--- config.mk ---
export PLATFORM = sky130hd
export DESIGN_NAME = decimal_adc_sbc_alu
export DESIGN_NICKNAME = d
export VERILOG_FILES = /design/src/design/dasa_pkg.sv /design/src/design/dasa_datapath.sv /design/src/design/decimal_adc_sbc_alu.sv
export SDC_FILE = /design/constraint.sdc
export NUM_CORES = 1
export LEC_CHECK = 0
export BUFFER_PORTS_ARGS = -buffer_cell sky130_fd_sc_hd__buf_2
export CAP_MARGIN = 20
export CORE_ASPECT_RATIO = 0.9
export CORE_UTILIZATION = 55
export DETAILED_ROUTE_END_ITERATION = 7
export GPL_TIMING_DRIVEN = 0
export PLACE_DENSITY = 0.77
export RECOVER_POWER = 25
export SYNTH_ARGS = -nofsm -noshare
export SYNTH_HDL_FRONTEND = slang
export SYNTH_HIERARCHICAL = 1
export SYNTH_SLANG_ARGS = --single-unit
--- constraint.sdc ---
create_clock -name clock -period 4.7 [get_ports clock]
set_clock_uncertainty 0.15 [all_clocks]
set_input_delay 0.705 -clock clock [delete_from_list [all_inputs] [get_ports clock]]
set_output_delay 0.705 -clock clock [all_outputs]
set_load 0.1 [all_outputs]
--- src/design/dasa_pkg.sv ---
// ----------------------------------------------------------------------------
// dasa_pkg
// Shared types and constants for the decimal add/subtract ALU pipeline.
// ----------------------------------------------------------------------------
package dasa_pkg;

   localparam logic FUNC_ADD = 1'b0;
   localparam logic FUNC_SUB = 1'b1;

   localparam logic [4:0] DEC_DIGIT_LIMIT = 5'h0A;
   localparam logic [3:0] DEC_ADJUST      = 4'h6;
   localparam logic [8:0] DEC_HI_LIMIT    = 9'h0A0;
   localparam logic [9:0] DEC_HI_ADJUST   = 10'h060;
   localparam logic [4:0] DEC_HALF_CARRY  = 5'h10;

   typedef struct packed {
      logic s1;
      logic s2;
      logic s3;
   } stage_en_type;

endpackage

--- src/design/dasa_datapath.sv ---
// ----------------------------------------------------------------------------
// dasa_datapath
// Three register stages of binary and packed-BCD add/subtract arithmetic.
// Stage one forms the binary sum and raw digit sums, stage two applies the
// low digit correction and derives the flags, stage three applies the high
// digit correction and selects the result.
// ----------------------------------------------------------------------------
module dasa_datapath (
   input  logic                  clock,
   input  dasa_pkg::stage_en_type en,
   input  logic                  req_func,
   input  logic [7:0]            req_accumulator,
   input  logic [7:0]            req_operand,
   input  logic                  req_carry_in,
   input  logic                  req_decimal_mode,
   output logic [7:0]            rsp_acc_out,
   output logic                  rsp_carry_out,
   output logic                  rsp_negative,
   output logic                  rsp_zero,
   output logic                  rsp_overflow
);

   // Stage one.
   logic       s1_sub_ff, s1_dec_ff, s1_a7_ff, s1_m7_ff;
   logic [8:0] s1_bin_ff, s1_bin_in;
   logic [4:0] s1_add_lo_ff, s1_add_lo_in;
   logic [5:0] s1_sub_lo_ff, s1_sub_lo_in;
   logic [4:0] s1_sub_hi_ff, s1_sub_hi_in;
   logic [3:0] s1_a_hi_ff, s1_m_hi_ff;
   logic [7:0] m_eff;

   always_comb begin
      m_eff        = (req_func == dasa_pkg::FUNC_SUB) ? ~req_operand : req_operand;
      s1_bin_in    = {1'b0, req_accumulator} + {1'b0, m_eff} + {8'd0, req_carry_in};
      s1_add_lo_in = {1'b0, req_accumulator[3:0]} + {1'b0, req_operand[3:0]}
                     + {4'd0, req_carry_in};
      s1_sub_lo_in = {2'b00, req_accumulator[3:0]} - {2'b00, req_operand[3:0]}
                     - {5'd0, ~req_carry_in};
      s1_sub_hi_in = {1'b0, req_accumulator[7:4]} - {1'b0, req_operand[7:4]};
   end

   always_ff @(posedge clock) begin
      if (en.s1) begin
         s1_sub_ff    <= req_func;
         s1_dec_ff    <= req_decimal_mode;
         s1_a7_ff     <= req_accumulator[7];
         s1_m7_ff     <= m_eff[7];
         s1_bin_ff    <= s1_bin_in;
         s1_add_lo_ff <= s1_add_lo_in;
         s1_sub_lo_ff <= s1_sub_lo_in;
         s1_sub_hi_ff <= s1_sub_hi_in;
         s1_a_hi_ff   <= req_accumulator[7:4];
         s1_m_hi_ff   <= req_operand[7:4];
      end
   end

   // Stage two.
   logic       s2_sub_ff, s2_dec_ff, s2_neg_ff, s2_zero_ff, s2_ovf_ff;
   logic [8:0] s2_bin_ff;
   logic [8:0] s2_add_s_ff, s2_add_s_in;
   logic [3:0] s2_sub_lo_ff, s2_sub_lo_in;
   logic [4:0] s2_sub_hi_ff, s2_sub_hi_in;
   logic [4:0] add_lo_fix;

   always_comb begin
      if (s1_add_lo_ff >= dasa_pkg::DEC_DIGIT_LIMIT) begin
         add_lo_fix = {1'b0, s1_add_lo_ff[3:0] + dasa_pkg::DEC_ADJUST}
                      + dasa_pkg::DEC_HALF_CARRY;
      end else begin
         add_lo_fix = s1_add_lo_ff;
      end
      s2_add_s_in = {1'b0, s1_a_hi_ff, 4'd0} + {1'b0, s1_m_hi_ff, 4'd0}
                    + {4'd0, add_lo_fix};
      if (s1_sub_lo_ff[5]) begin
         s2_sub_lo_in = s1_sub_lo_ff[3:0] - dasa_pkg::DEC_ADJUST;
         s2_sub_hi_in = s1_sub_hi_ff - 5'd1;
      end else begin
         s2_sub_lo_in = s1_sub_lo_ff[3:0];
         s2_sub_hi_in = s1_sub_hi_ff;
      end
   end

   always_ff @(posedge clock) begin
      if (en.s2) begin
         s2_sub_ff    <= s1_sub_ff;
         s2_dec_ff    <= s1_dec_ff;
         s2_bin_ff    <= s1_bin_ff;
         s2_neg_ff    <= s1_bin_ff[7];
         s2_zero_ff   <= (s1_bin_ff[7:0] == 8'd0);
         s2_ovf_ff    <= (s1_a7_ff ^ s1_bin_ff[7]) & (s1_m7_ff ^ s1_bin_ff[7]);
         s2_add_s_ff  <= s2_add_s_in;
         s2_sub_lo_ff <= s2_sub_lo_in;
         s2_sub_hi_ff <= s2_sub_hi_in;
      end
   end

   // Stage three.
   logic [7:0] s3_acc_ff, s3_acc_in;
   logic       s3_cy_ff, s3_cy_in;
   logic       s3_neg_ff, s3_zero_ff, s3_ovf_ff;
   logic [9:0] add_s_fix;
   logic [3:0] sub_hi_fix;

   always_comb begin
      if (s2_add_s_ff >= dasa_pkg::DEC_HI_LIMIT) begin
         add_s_fix = {1'b0, s2_add_s_ff} + dasa_pkg::DEC_HI_ADJUST;
      end else begin
         add_s_fix = {1'b0, s2_add_s_ff};
      end
      if (s2_sub_hi_ff[4]) begin
         sub_hi_fix = s2_sub_hi_ff[3:0] - dasa_pkg::DEC_ADJUST;
      end else begin
         sub_hi_fix = s2_sub_hi_ff[3:0];
      end
      if (!s2_dec_ff) begin
         s3_acc_in = s2_bin_ff[7:0];
         s3_cy_in  = s2_bin_ff[8];
      end else if (s2_sub_ff == dasa_pkg::FUNC_SUB) begin
         s3_acc_in = {sub_hi_fix, s2_sub_lo_ff};
         s3_cy_in  = ~s2_sub_hi_ff[4];
      end else begin
         s3_acc_in = add_s_fix[7:0];
         s3_cy_in  = |add_s_fix[9:8];
      end
   end

   always_ff @(posedge clock) begin
      if (en.s3) begin
         s3_acc_ff  <= s3_acc_in;
         s3_cy_ff   <= s3_cy_in;
         s3_neg_ff  <= s2_neg_ff;
         s3_zero_ff <= s2_zero_ff;
         s3_ovf_ff  <= s2_ovf_ff;
      end
   end

   assign rsp_acc_out   = s3_acc_ff;
   assign rsp_carry_out = s3_cy_ff;
   assign rsp_negative  = s3_neg_ff;
   assign rsp_zero      = s3_zero_ff;
   assign rsp_overflow  = s3_ovf_ff;

endmodule

--- src/design/decimal_adc_sbc_alu.sv ---
// ----------------------------------------------------------------------------
// decimal_adc_sbc_alu
// Eight-bit add/subtract with carry in binary or packed-BCD decimal mode.
// ----------------------------------------------------------------------------
// The block accepts one transaction per clock while the result channel
// keeps up. A transaction passes through a three-stage pipeline whose
// last stage is the output register, so its result is registered in
// stages one and two before it reaches the outputs. A stalled output
// holds the pipeline only as far back as stages are full, so bubbles are
// squeezed out and throughput stays at one transaction per cycle while
// the result channel keeps up.
module decimal_adc_sbc_alu (
   input  logic       clock,
   input  logic       reset,
   input  logic       req_valid,
   output logic       req_ready,
   input  logic       req_func,
   input  logic [7:0] req_accumulator,
   input  logic [7:0] req_operand,
   input  logic       req_carry_in,
   input  logic       req_decimal_mode,
   output logic       rsp_valid,
   input  logic       rsp_ready,
   output logic [7:0] rsp_acc_out,
   output logic       rsp_carry_out,
   output logic       rsp_negative,
   output logic       rsp_zero,
   output logic       rsp_overflow
);

   logic v1_ff, v1_in, v2_ff, v2_in, v3_ff, v3_in;
   dasa_pkg::stage_en_type en;

   always_comb begin
      en.s3     = !v3_ff || rsp_ready;
      en.s2     = !v2_ff || en.s3;
      en.s1     = !v1_ff || en.s2;
      req_ready = en.s1;
      v1_in     = en.s1 ? req_valid : v1_ff;
      v2_in     = en.s2 ? v1_ff : v2_ff;
      v3_in     = en.s3 ? v2_ff : v3_ff;
   end

   always_ff @(posedge clock) begin
      if (reset) begin
         v1_ff <= 1'b0;
         v2_ff <= 1'b0;
         v3_ff <= 1'b0;
      end else begin
         v1_ff <= v1_in;
         v2_ff <= v2_in;
         v3_ff <= v3_in;
      end
   end

   assign rsp_valid = v3_ff;

   dasa_datapath u_datapath (
      .clock            (clock),
      .en               (en),
      .req_func         (req_func),
      .req_accumulator  (req_accumulator),
      .req_operand      (req_operand),
      .req_carry_in     (req_carry_in),
      .req_decimal_mode (req_decimal_mode),
      .rsp_acc_out      (rsp_acc_out),
      .rsp_carry_out    (rsp_carry_out),
      .rsp_negative     (rsp_negative),
      .rsp_zero         (rsp_zero),
      .rsp_overflow     (rsp_overflow)
   );

`ifndef SYNTH
   a_accept_fills_s1: assert property (@(posedge clock) disable iff (reset)
      (req_valid && req_ready) |=> v1_ff)
      else $error("accepted transaction did not enter stage one");

   a_s2_held_on_stall: assert property (@(posedge clock) disable iff (reset)
      (v2_ff && !en.s3) |=> v2_ff)
      else $error("stage two transaction lost during stall");

   a_full_pipe_blocks_input: assert property (@(posedge clock) disable iff (reset)
      (v1_ff && v2_ff && v3_ff && !rsp_ready) |-> !req_ready)
      else $error("input accepted while pipeline is full and stalled");
`endif

endmodule
## After elaboration in Yosys (flattened, before gate mapping)

Cells that the tools add are included.

| cells by class | value |
|---|---|
| reductions and logical operators | 8 |
| $lt $le $gt $ge | 2 |
| bitwise operators | 6 |
| add/sub/neg operators | 15 |
| mux-type cells | 10 |

Operator list:

| cell | count |
|---|---|
| $mux W8 | 3 |
| $add A8 B8 Y9 | 2 |
| $add A9 B7 Y10 const B | 1 |
| $mux W10 | 1 |
| $mux W5 | 2 |
| $sub A4 B4 Y5 | 2 |
| $add A9 B1 Y9 | 1 |
| $add A9 B5 Y9 | 1 |
| $ge A9 B8 Y1 const B | 1 |
| $logic_not A8 Y1 | 1 |
| $mux W4 | 2 |
| $not A8 Y8 | 1 |
| $sub A4 B3 Y4 const B | 2 |
| $sub A6 B1 Y6 | 1 |
| $add A4 B4 Y5 | 1 |
| $add A4 B5 Y5 const B | 1 |
| $add A5 B1 Y5 | 1 |
| $ge A5 B4 Y1 const B | 1 |
| $sub A5 B1 Y5 const B | 1 |
| $add A4 B3 Y4 const B | 1 |
| $logic_not A1 Y1 | 3 |
| $logic_or A1 B1 Y1 | 3 |
| $mux W1 | 2 |
| $not A1 Y1 | 2 |
| 3 further kinds | 4 |

| storage, ports and cells | value |
|---|---|
| logic and storage cells | 68 |
| output and inout bits | 14 |
| input bits | 23 |
| bits in registers | 84 |

## Logic depth before layout (Yosys ltp)

Gate-level depths: netlist of run 1.

| depth | value |
|---|---|
| depth in word-level cells | 5 |
| mapped depth | 10 |
| gate-level depth less buffers | 10 |

## Hierarchy

The synthesis of run 1 kept the hierarchy.

By module, submodules not included:

| module | area an instance (µm²) | instances | sequential area each (µm²) | cells an instance |
|---|---|---|---|---|
| dasa_datapath | 3,970.1 | 1 | 2,342.2 | 299 |
| decimal_adc_sbc_alu | 108.9 | 1 | 60.1 | 12 |

## Worst setup path before layout of run 1

Ideal clock, no wire load.

| timing | value |
|---|---|
| kind | flip-flop to flip-flop |
| start point | reg v3_ff (netlist: rsp_valid) |
| end point | reg u_datapath.s1_a7_ff (enable) |
| data arrival time | 3.044 ns |
| data required time | 3.524 ns |
| period minus slack after synthesis | 4.221 ns |
| library setup time | 1.026 ns |
| stages on the path, launching flop included | 2 |
| path slack | 0.479 ns |
| path through | dfxtp_1 nand4b_1 |

| between the ends | value |
|---|---|
| word-level cells in the longest chain between the ends | 4 |

RTL lines:

| item | line | source |
|---|---|---|
| start: declaration | decimal_adc_sbc_alu.sv:31 | `logic v1_ff, v1_in, v2_ff, v2_in, v3_ff, v3_in;` |
| start signal: assignment | decimal_adc_sbc_alu.sv:52 | `v3_ff <= v3_in;` |
| $logic_not A1 Y1 | decimal_adc_sbc_alu.sv:35 | `en.s3 = !v3_ff \|\| rsp_ready;` |
| $logic_or A1 B1 Y1 | decimal_adc_sbc_alu.sv:35 |  |
| $logic_or A1 B1 Y1 | decimal_adc_sbc_alu.sv:36 | `en.s2 = !v2_ff \|\| en.s3;` |
| $logic_or A1 B1 Y1 | decimal_adc_sbc_alu.sv:37 | `en.s1 = !v1_ff \|\| en.s2;` |
| via req_ready | decimal_adc_sbc_alu.sv:16 | `output logic req_ready,` |
| end signal: assignment | dasa_datapath.sv:46 | `s1_a7_ff <= req_accumulator[7];` |
| end: declaration | dasa_datapath.sv:24 | `logic s1_sub_ff, s1_dec_ff, s1_a7_ff, s1_m7_ff;` |

The timed path passes the listed nets, and every way through them passes these cells.
A chain may end at the register's enable or synchronous reset.

## Final worst setup path of run 1

| timing | value |
|---|---|
| start point | in rsp_ready |
| end point | out req_ready |

| between the ends | value |
|---|---|
| word-level cells in the longest chain between the ends | 3 |

RTL lines:

| item | line | source |
|---|---|---|
| start: declaration | decimal_adc_sbc_alu.sv:23 | `input logic rsp_ready,` |
| $logic_or A1 B1 Y1 | decimal_adc_sbc_alu.sv:35 |  |
| $logic_or A1 B1 Y1 | decimal_adc_sbc_alu.sv:36 |  |
| $logic_or A1 B1 Y1 | decimal_adc_sbc_alu.sv:37 |  |
| end: declaration | decimal_adc_sbc_alu.sv:16 |  |

No other way between the ends.

==> results.yml, run 1 <==
timing:
  tns_ns: 0
  maxSlewHeadroom_pct: 37.7
  tightest_slew_ns: 0.934
  finalHoldViolCount: 0
  rsz0062_at_grt: "no"
  slew_violations: 0
  max_freq_mhz: 303
  post-route-min-period_ns: 3.30
  setup_viol: 0
  period_share_pct: 70.2
placed_design:
  port-buffer-count: 36
  globalplace.congestion: 0.894
  dp_hpwl_um: 4900
global_route:
  grt_overflow: 0
  grt_pass1_vias: 2380
  antenna_found_initial: 0
  grt_pass1_wl_um: 10800
  grt_max_degree: 20
  grt_use_total_pct: 18.4
cells_and_area:
  multi_input_area_mm2: 0.00150
  drive_gt1_share_pct: 12.8
  synthToLayoutAreaGrowth_pct: 13.2
  ff_latch_area_mm2: 0.00240
  nFillCells: 546
  antennaDiodeCount: 0
  layout.nets: 423
route:
  routed_wl_um: 6520
  dr.pass1.iters: 4
  postRouteAntennaNets: 0
  wire_per_inst_um: 14.2
  drtIter0Drc: 127
  drc: 0
  num_vias: 2419
  viasPerCell: 5.27
pwr:
  power_density_mw_per_mm2: 472
  switching_share_pct: 32.9
  p_int_w: 0.00146
  p_sw_w: 0.000716
  power_w: 0.00218
  pwr-share-comb_pct: 26.5
  leakage_nw: 1.98
  power.share.sequential_pct: 49.4
  irDropWorstVdd_mv: 0.206
  pwr-share-clk_pct: 24.1
clock_tree:
  cts_setup_buffers: 0
  cts_buffers: 9
  cts_tree: "yes"
  path_clk_slew_ns: 0.07
  cts_hold_buffers: 0
  cts_root_buf: "clkbuf_8"
  htreeDepth: 3
  clock_latency_ns: 0.34
  clkSinkCount: 81
  cts-resized-gates: 0
  clockBufferDepth: 2
floorplanning:
  core-area_mm2: 0.00711
  die_area_mm2: 0.00777
  ios: 37
  initial_core_util_pct: 57.4
  core.rowCount: 29
  die_h_um: 83.7
  fp.dieW_um: 92.8
synthesis:
  mappedNetlistArea_mm2: 0.00408
  synth_top_area_cell: "edfxtp_1"
  synth.area.top_cells: "edfxtp_1 57%, ha_1 9.5%, fa_1 3.9%"
  ys_warn_count: 6
  synth.distinct_cells: 40
  synth-edff-count: 78
  synth_nets: 373
  syn_avg_cell_area_um2: 13.1
  async_reset_ff_share_pct: 0
  synth_most_common_cell: "edfxtp_1"
  synth_top_cell_area_share_pct: 57.4
  ys_ff_latch: 81
  seq_area_frac_synth_pct: 58.9
  syn_inst: 311
  synth-main-ff-cell: "edfxtp_1"
  synthTopCellsByCount: "78 x edfxtp_1, 42 x inv_1, 31 x ha_1"
status:
  outcome: "finished, final reports clean"
critical_path:
  critPathCaptureType: "primary output"
  worstReg2RegEnd: "u_datapath/s2_add_s_ff[7]$_DFFE_PP_"
  rrSetupSlack_ns: 2.03
  endpoint: "req_ready"
  arrival_ns: 2.44
  cp_max_fo: 19
  critPathLaunchType: "input pin"
  startpoint: "rsp_ready"
  cp.required_ns: 3.85
  worst-setup-path-type: "in -> out"
  r2r-start: "u_datapath/s1_add_lo_ff[1]$_DFFE_PP_"
  worst-r2r-cell-count: 9
hold_path:
  hp-class: "reg -> reg"
run:
  drv_cap: 0
[power groups by stage]
stage	Combinational (W)	Clock (W)	Sequential [W]
detailed placement	0.000573	0	0.00109
global placement	0.000559	0	0.00108
floorplan	0.000251	0	0.00128
CTS	0.000579	0.000539	0.00108
finish	0.000577	0.000525	0.00108
global route	0.000622	0.000563	0.00109
[how the worst min path moves through the flow]
| stage | slack, ns | end | cells after the start | startpoint |
|---|---|---|---|---|
| 3_3_place_gp | 0.25 | u_datapath/rsp_zero$_DFFE_PP_ | 0 | u_datapath/s2_zero_ff$_DFFE_PP_ |
| 2_1_floorplan | 0.25 | u_datapath/rsp_overflow$_DFFE_PP_ | 0 | u_datapath/s2_ovf_ff$_DFFE_PP_ |
| 3_5_place_dp | 0.26 | u_datapath/rsp_zero$_DFFE_PP_ | 0 | u_datapath/s2_zero_ff$_DFFE_PP_ |
| 5_1_grt | 0.28 | u_datapath/s2_dec_ff$_DFFE_PP_ | 0 | u_datapath/s1_dec_ff$_DFFE_PP_ |
| 4_1_cts | 0.27 | u_datapath/s2_bin_ff[8]$_DFFE_PP_ | 0 | u_datapath/s1_bin_ff[8]$_DFFE_PP_ |
| 6_report | 0.27 | u_datapath/rsp_zero$_DFFE_PP_ | 0 | u_datapath/s2_zero_ff$_DFFE_PP_ |
[area by class of cell]
type	count	share of cell area (%)
plain buffers	5	0.434
repair buffers	39	4.64
clock buffers	9	2.68
multi-input cells	183	32.4
clock inverters	7	1.84
well taps	93	2.52
inverters	42	3.42
flip-flops and latches	81	52.0
[kinds of logic (layout without fill, tap and decap cells)]
group / Yosys count / after routing / synth area share (%)
buffers and inverters: 47 / 102 / 4.42
multiplexers: 9 / 9 / 2.27
AND/OR/NAND/NOR: 54 / 54 / 6.84
adder cells (fa/ha/maj): 39 / 39 / 13.4
flip-flops: 81 / 81 / 58.9
AO/OA/AOI/OAI: 48 / 48 / 7.06
XOR/XNOR: 33 / 33 / 7.09
[per-stage QoR]
stage	area (um2)	hold WS [ns]	utilization [%]	std cells	worst slack [ns]
final	4620	0.272	64.9	459	1.40
after global placement	4380	0.251	61.5	440	0.745
after floorplan	4080	0.250	-	311	0.479
after CTS	4640	0.274	65.3	459	1.92
after global routing	4620	0.279	64.9	459	1.29
after detailed placement	4430	0.256	62.3	443	1.57
[state kept, by name, indices dropped and copies added (netlist names), 3 cells and up]
name	cells
u_datapath/s1_bin_ff	9
u_datapath/s2_add_s_ff	9
u_datapath/s2_bin_ff	9
u_datapath/rsp_acc_out	8
u_datapath/s1_add_lo_ff	5
u_datapath/s1_sub_hi_ff	5
u_datapath/s1_sub_lo_ff	5
u_datapath/s2_sub_hi_ff	5
u_datapath/s1_m_hi_ff	4
u_datapath/s2_sub_lo_ff	4
u_datapath/s1_a_hi_ff	3
[worst max-delay path, cell delays in order]
cell and delay (ns):
clkbuf_1 0.10, nand4b_1 0.22, clkbuf_1 0.74, buf_16 0.24
buf_2 0.44
[metal layers]
metal / vias up / global-route usage [%] / wire length (um)
met5: - / 0 / 0
li1: 1195 / - / -
met2: 63 / 29.9 / 3160
met3: 14 / 4.83 / 244
met4: 0 / 8.53 / 141
met1: 1147 / 22.9 / 2970
[cell usage in the layout, fill, tap and decap left out, types with 2 or more instances in the layout]
cell       Yosys  routed
xnor2_1       17      17
o31ai_1        2       2
a31oi_1        3       3
mux2i_1        7       7
edfxtp_1      78      78
a21oi_1       21      21
nand2_1       13      13
clkbuf_1       2      15
o21ai_0        5       5
o21ai_1        2       2
fa_1           8       8
nor2b_1        3       3
nand2b_1       3       3
and3_1         2       2
bufinv_16      0       2
o21a_1         2       2
a211oi_1       4       4
nor3_1         5       5
dfxtp_1        3       3
clkinv_1       0       2
xor2_1        16      16
or4_1          2       2
o21bai_1       3       3
ha_1          31      31
mux2_2         2       2
clkbuf_8       0       9
clkinv_2       0       2
a21o_1         3       3
buf_2          3      27
inv_1         42      42
nor2_1        16      16
Power figures use the tool's default switching activity.
==> inputs of run 2 (changes only) <==
- clock period: 4.7 -> 3.2 ns (I/O delays scaled with it)
==> run 2 against run 1 <==
Effect of this change:
- sequential power grew 45%
- sequential share of layout area shrank 0.38 points
- register-to-register slack lost 1.4 ns
- combinational power grew 46%
- critical path type is now in -> reg
- power grew 51%
- largest power group unchanged
- clock power grew 68%
- critical endpoint is now u_datapath/s1_bin_ff[8]$_DFFE_PP_
- global-route usage grew 0.26 points
==> results.yml, run 2 (synthesis results as in run 1) <==
timing:
  rsz0062_at_grt: "no"
  tightest_slew_ns: 0.619
  max_freq_mhz: 360
  fin_hold_ws_ns: 0.156
  fin_ws_ns: 0.425
  finalHoldViolCount: 0
  setup_viol: 0
  period_share_pct: 86.7
  slew_violations: 0
  tns_ns: 0
  post-route-min-period_ns: 2.78
  maxSlewHeadroom_pct: 58.6
cells_and_area:
  synthToLayoutAreaGrowth_pct: 14.0
  final_cell_mix: "78 x edfxtp_1, 42 x inv_1, 31 x ha_1, 29 x buf_2, 21 x a21oi_1"
  drive_gt1_share_pct: 14.2
  final_util_pct: 65.4
  top_regs: "u_datapath/s1_bin_ff: 9 flops, u_datapath/s2_add_s_ff: 9 flops, u_datapath/s2_bin_ff: 9 flops"
  antennaDiodeCount: 0
  layout.nets: 423
  final_common_cell: "edfxtp_1"
  finalNonFillerCells: 459
run:
  drv_cap: 0
critical_path:
  crit_path_top_delay_cell: "clkbuf_1"
  rrSetupSlack_ns: 0.58
  r2r-start: "u_datapath/s1_add_lo_ff[1]$_DFFE_PP_"
  cp_max_fo: 8
  critPathLaunchType: "input pin"
  startpoint: "req_func"
  critPathCaptureType: "flop"
  crit_path_cell_trace: "buf_2 > clkbuf_1 > xnor2_1 > fa_1 > fa_1 > nor2b_1 > o21ai_1 > a21oi_1 > a211oi_1 > nor3_1"
  worst-setup-path-type: "in -> reg"
  arrival_ns: 2.79
  cp.required_ns: 3.21
  crit_path_max_incr_delay_ns: 0.43
  cp_common_cell: "fa_1"
  worst-r2r-cell-count: 9
clock_tree:
  cts_hold_buffers: 0
  cts_setup_buffers: 0
  cts_buffers: 9
  clock_latency_ns: 0.34
  clockBufferDepth: 2
  clkSinkCount: 81
  cts_tree: "yes"
  htreeDepth: 3
  path_clk_slew_ns: 0.08
  cts_root_buf: "clkbuf_8"
  cts-resized-gates: 0
route:
  num_vias: 2367
  dr.pass1.iters: 5
  postRouteAntennaNets: 0
  viasPerCell: 5.16
  drc: 0
  routed_wl_um: 6410
  drtIter0Drc: 127
  wire_per_inst_um: 14.0
floorplanning:
  die_area_mm2: 0.00777
  core-area_mm2: 0.00711
  die_h_um: 83.7
  initial_core_util_pct: 57.4
  fp.dieW_um: 92.8
  ios: 37
  core.rowCount: 29
placed_design:
  port-buffer-count: 36
  dp.cells: 443
  dp_hpwl_um: 4770
  dp_slack_ns: 0.329
  globalplace.congestion: 0.886
global_route:
  grt_overflow: 0
  grt_pass1_vias: 2340
  grt_use_total_pct: 18.6
  grt_max_degree: 23
  antenna_found_initial: 0
  grt_pass1_wl_um: 10800
pwr:
  power_density_mw_per_mm2: 710
  irDropWorstVdd_mv: 0.272
  leakage_nw: 2.00
status:
  outcome: "finished, final reports clean"
hold_path:
  hp-class: "in -> reg"
  hp-start: "req_decimal_mode"
  hold_depth: 1
==> run 2: changes by cell type in the layout (fill, tap and decap cells not counted) <==
cell,delta
buf_2,+2
clkinv_4,+1
buf_8,+2
clkinv_1,-2
clkbuf_1,-3
clkinvlp_4,-1
bufinv_16,+1
inv_6,+1
buf_16,-1
==> run 2: worst paths after layout <==
kind | to
worst min-delay path | u_datapath/s1_dec_ff$_DFFE_PP_
worst min register to register | u_datapath/s2_bin_ff[8]$_DFFE_PP_
worst max register to register | u_datapath/s2_add_s_ff[7]$_DFFE_PP_
worst max-delay path | u_datapath/s1_bin_ff[8]$_DFFE_PP_
==> run 2: stage by stage <==
step                cell area (um2)  total power, W
finish                         4650         0.00330
global route                   4650         0.00346
CTS                            4670         0.00333
detailed placement             4420         0.00244
global placement               4380         0.00241
floorplan                      4080         0.00225
==> run 2: critical path: cells and delay by family <==
family | cells | cell delay, ns
fa+ha+maj | 2 | 0.85
xor+xnor | 1 | 0.15
buf+inv | 2 | 0.52
simple gates | 2 | 0.37
compound gates | 3 | 0.41
==> run 2: power by group <==
| part | switching, W | internal (W) | leakage [nW] |
|---|---|---|---|
| Sequential | 0.000117 | 0.00146 | 0.857 |
| Combinational | 0.000586 | 0.000255 | 1.02 |
| Clock | 0.000364 | 0.000519 | 0.124 |
==> run 2: final cells by class <==
cell class / count / area [um2]
Multi-Input combinational cell: 183 / 1500
Timing Repair Buffer: 39 / 215
Clock buffer: 9 / 124
Clock inverter: 7 / 118
Inverter: 42 / 158
Fill cell: 539 / 2460
Buffer: 5 / 20.0
Tap cell: 93 / 116
Sequential cell: 81 / 2400
==> run 2: metal layers <==
| layer | track usage [%] | vias to the layer above | part of all wire (%) |
|---|---|---|---|
| met5 | 0 | - | 0 |
| met4 | 10.9 | 0 | 3.1 |
| met3 | 3.01 | 17 | 3.5 |
| met2 | 28.5 | 58 | 47 |
| met1 | 25.2 | 1095 | 46 |
| li1 | - | 1197 | - |
==> inputs of run 3 (changes only) <==
- CORE_UTILIZATION: 55 -> 50
- PLACE_DENSITY: 0.77 -> 0.71
==> run 3 against run 2 <==
Effect of this change:
- sequential power is essentially flat
- wire length shrank 1.4%
- die area grew 9.8%
- combinational power grew 0.6%
- worst setup slack gained 0.043 ns
- flip-flop and latch count is the same
- clock power shrank 9.7%
- global-route usage shrank 3.1 points
- largest power group unchanged
==> results.yml, run 3 (synthesis results as in run 1) <==
floorplanning:
  core.rowCount: 30
  ios: 37
  die_h_um: 87.7
  initial_core_util_pct: 52.8
  die_area_mm2: 0.00852
  core-area_mm2: 0.00773
  fp.dieW_um: 97.2
clock_tree:
  cts_tree: "yes"
  clock_latency_ns: 0.34
  cts_hold_buffers: 0
  htreeDepth: 3
  clkSinkCount: 81
  path_clk_slew_ns: 0.08
  cts_buffers: 9
  clockBufferDepth: 2
  cts-resized-gates: 0
  cts_root_buf: "clkbuf_8"
  cts_setup_buffers: 0
route:
  dr.pass1.iters: 6
  routed_wl_um: 6320
  num_vias: 2346
  viasPerCell: 5.08
  wire_per_inst_um: 13.7
  postRouteAntennaNets: 0
  drc: 0
  drtIter0Drc: 43
critical_path:
  critPathCaptureType: "flop"
  crit_path_top_delay_cell: "clkbuf_1"
  critPathLaunchType: "input pin"
  arrival_ns: 2.67
  worst-setup-path-type: "in -> reg"
  cp_max_fo: 8
  crit_path_max_incr_delay_ns: 0.44
  cp.required_ns: 3.14
  crit_path_cell_trace: "clkbuf_1 > clkbuf_1 > xnor2_1 > fa_1 > fa_1 > nor2b_1 > o21ai_1 > a21oi_1 > a211oi_1 > xnor2_1"
placed_design:
  dp_slack_ns: 0.347
  port-buffer-count: 36
  globalplace.congestion: 0.808
  dp_hpwl_um: 4990
  placed_area_mm2: 0.00443
run:
  drv_cap: 0
status:
  outcome: "finished, final reports clean"
timing:
  tightest_slew_ns: 0.678
  setup_viol: 0
  max_freq_mhz: 366
  period_share_pct: 85.4
  fin_hold_ws_ns: 0.171
  slew_violations: 0
  fin_ws_ns: 0.467
  rsz0062_at_grt: "no"
  finalHoldViolCount: 0
  maxSlewHeadroom_pct: 54.7
  post-route-min-period_ns: 2.73
hold_path:
  hp-class: "in -> reg"
cells_and_area:
  antennaDiodeCount: 0
  synthToLayoutAreaGrowth_pct: 13.5
  layout.nets: 423
  top_regs: "u_datapath/s1_bin_ff: 9 flops, u_datapath/s2_add_s_ff: 9 flops, u_datapath/s2_bin_ff: 9 flops"
  final_common_cell: "edfxtp_1"
  fin_area_mm2: 0.00463
  drive_gt1_share_pct: 13.9
  final_cell_mix: "78 x edfxtp_1, 42 x inv_1, 31 x ha_1, 28 x buf_2, 21 x a21oi_1"
global_route:
  grt_pass1_vias: 2262
  grt_pass1_wl_um: 10300
  grt_use_total_pct: 15.6
  grt_max_degree: 22
  grt_overflow: 0
  antenna_found_initial: 0
pwr:
  leakage_nw: 1.99
  irDropWorstVdd_mv: 0.236
  power_density_mw_per_mm2: 695
-- run 3: cell types whose count changed in the layout (fill, tap and decap cells not counted) --
| cell | delta |
|---|---|
| bufinv_16 | -1 |
| clkinvlp_4 | +1 |
| clkinv_4 | +1 |
| buf_2 | -1 |
| clkbuf_1 | +1 |
| inv_6 | -1 |
-- run 3: area by class of cell --
type                            count  area [um2]
Buffer                              5        20.0
Sequential cell                    81        2400
Timing Repair Buffer               39         214
Multi-Input combinational cell    183        1500
Fill cell                         612        3100
Clock inverter                      7        95.1
Clock buffer                        9         124
Tap cell                           96         120
Inverter                           42         158
-- run 3: power breakdown --
part | internal (W) | switching, W | leakage, nW
sequential | 0.00146 | 0.000115 | 0.857
clock | 0.000439 | 0.000358 | 0.109
combinational | 0.000257 | 0.000590 | 1.02
total | 0.00215 | 0.00106 | 1.99
-- run 3: path summary, 6_finish.rpt --
| kind | start | end | slack (ns) | depth (start not counted) |
|---|---|---|---|---|
| setup reg to reg | u_datapath/s1_add_lo_ff[1]$_DFFE_PP_ | u_datapath/s2_add_s_ff[7]$_DFFE_PP_ | 0.55 | 9 |
| hold / removal | req_decimal_mode | u_datapath/s1_dec_ff$_DFFE_PP_ | 0.17 | 1 |
| setup / recovery | req_func | u_datapath/s1_bin_ff[6]$_DFFE_PP_ | 0.47 | 10 |
| hold reg to reg | u_datapath/s1_sub_lo_ff[0]$_DFFE_PP_ | u_datapath/s2_sub_lo_ff[0]$_DFFE_PP_ | 0.27 | 0 |
-- run 3: critical path: cells and delay by family --
kind | cells | cell delay [ns]
xor+xnor | 2 | 0.29
fa+ha+maj | 2 | 0.84
simple gates | 1 | 0.14
buf+inv | 2 | 0.54
compound gates | 3 | 0.38
-- run 3: per-layer routing --
layer  vias to the layer above  share of wire, %  global-route usage, %  wire (um)
met1                      1075                48                   19.3       3010
met4                         0               2.5                   8.28        159
li1                       1200                 -                      -          -
met5                         -                 0                      0          0
met3                        14               3.8                   2.95        237
met2                        57                46                   26.4       2910
-- run 3: stage by stage --
stage | setup TNS, ns | std cells | total power [W] | util (%)
final | 0 | 462 | 0.00322 | 59.9
after global routing | 0 | 462 | 0.00337 | 59.9
after CTS | 0 | 462 | 0.00324 | 60.1
after detailed placement | 0 | 446 | 0.00245 | 57.3
after global placement | -0.328 | 443 | 0.00241 | 56.7
after floorplan | -15.91 | 311 | 0.00225 | -
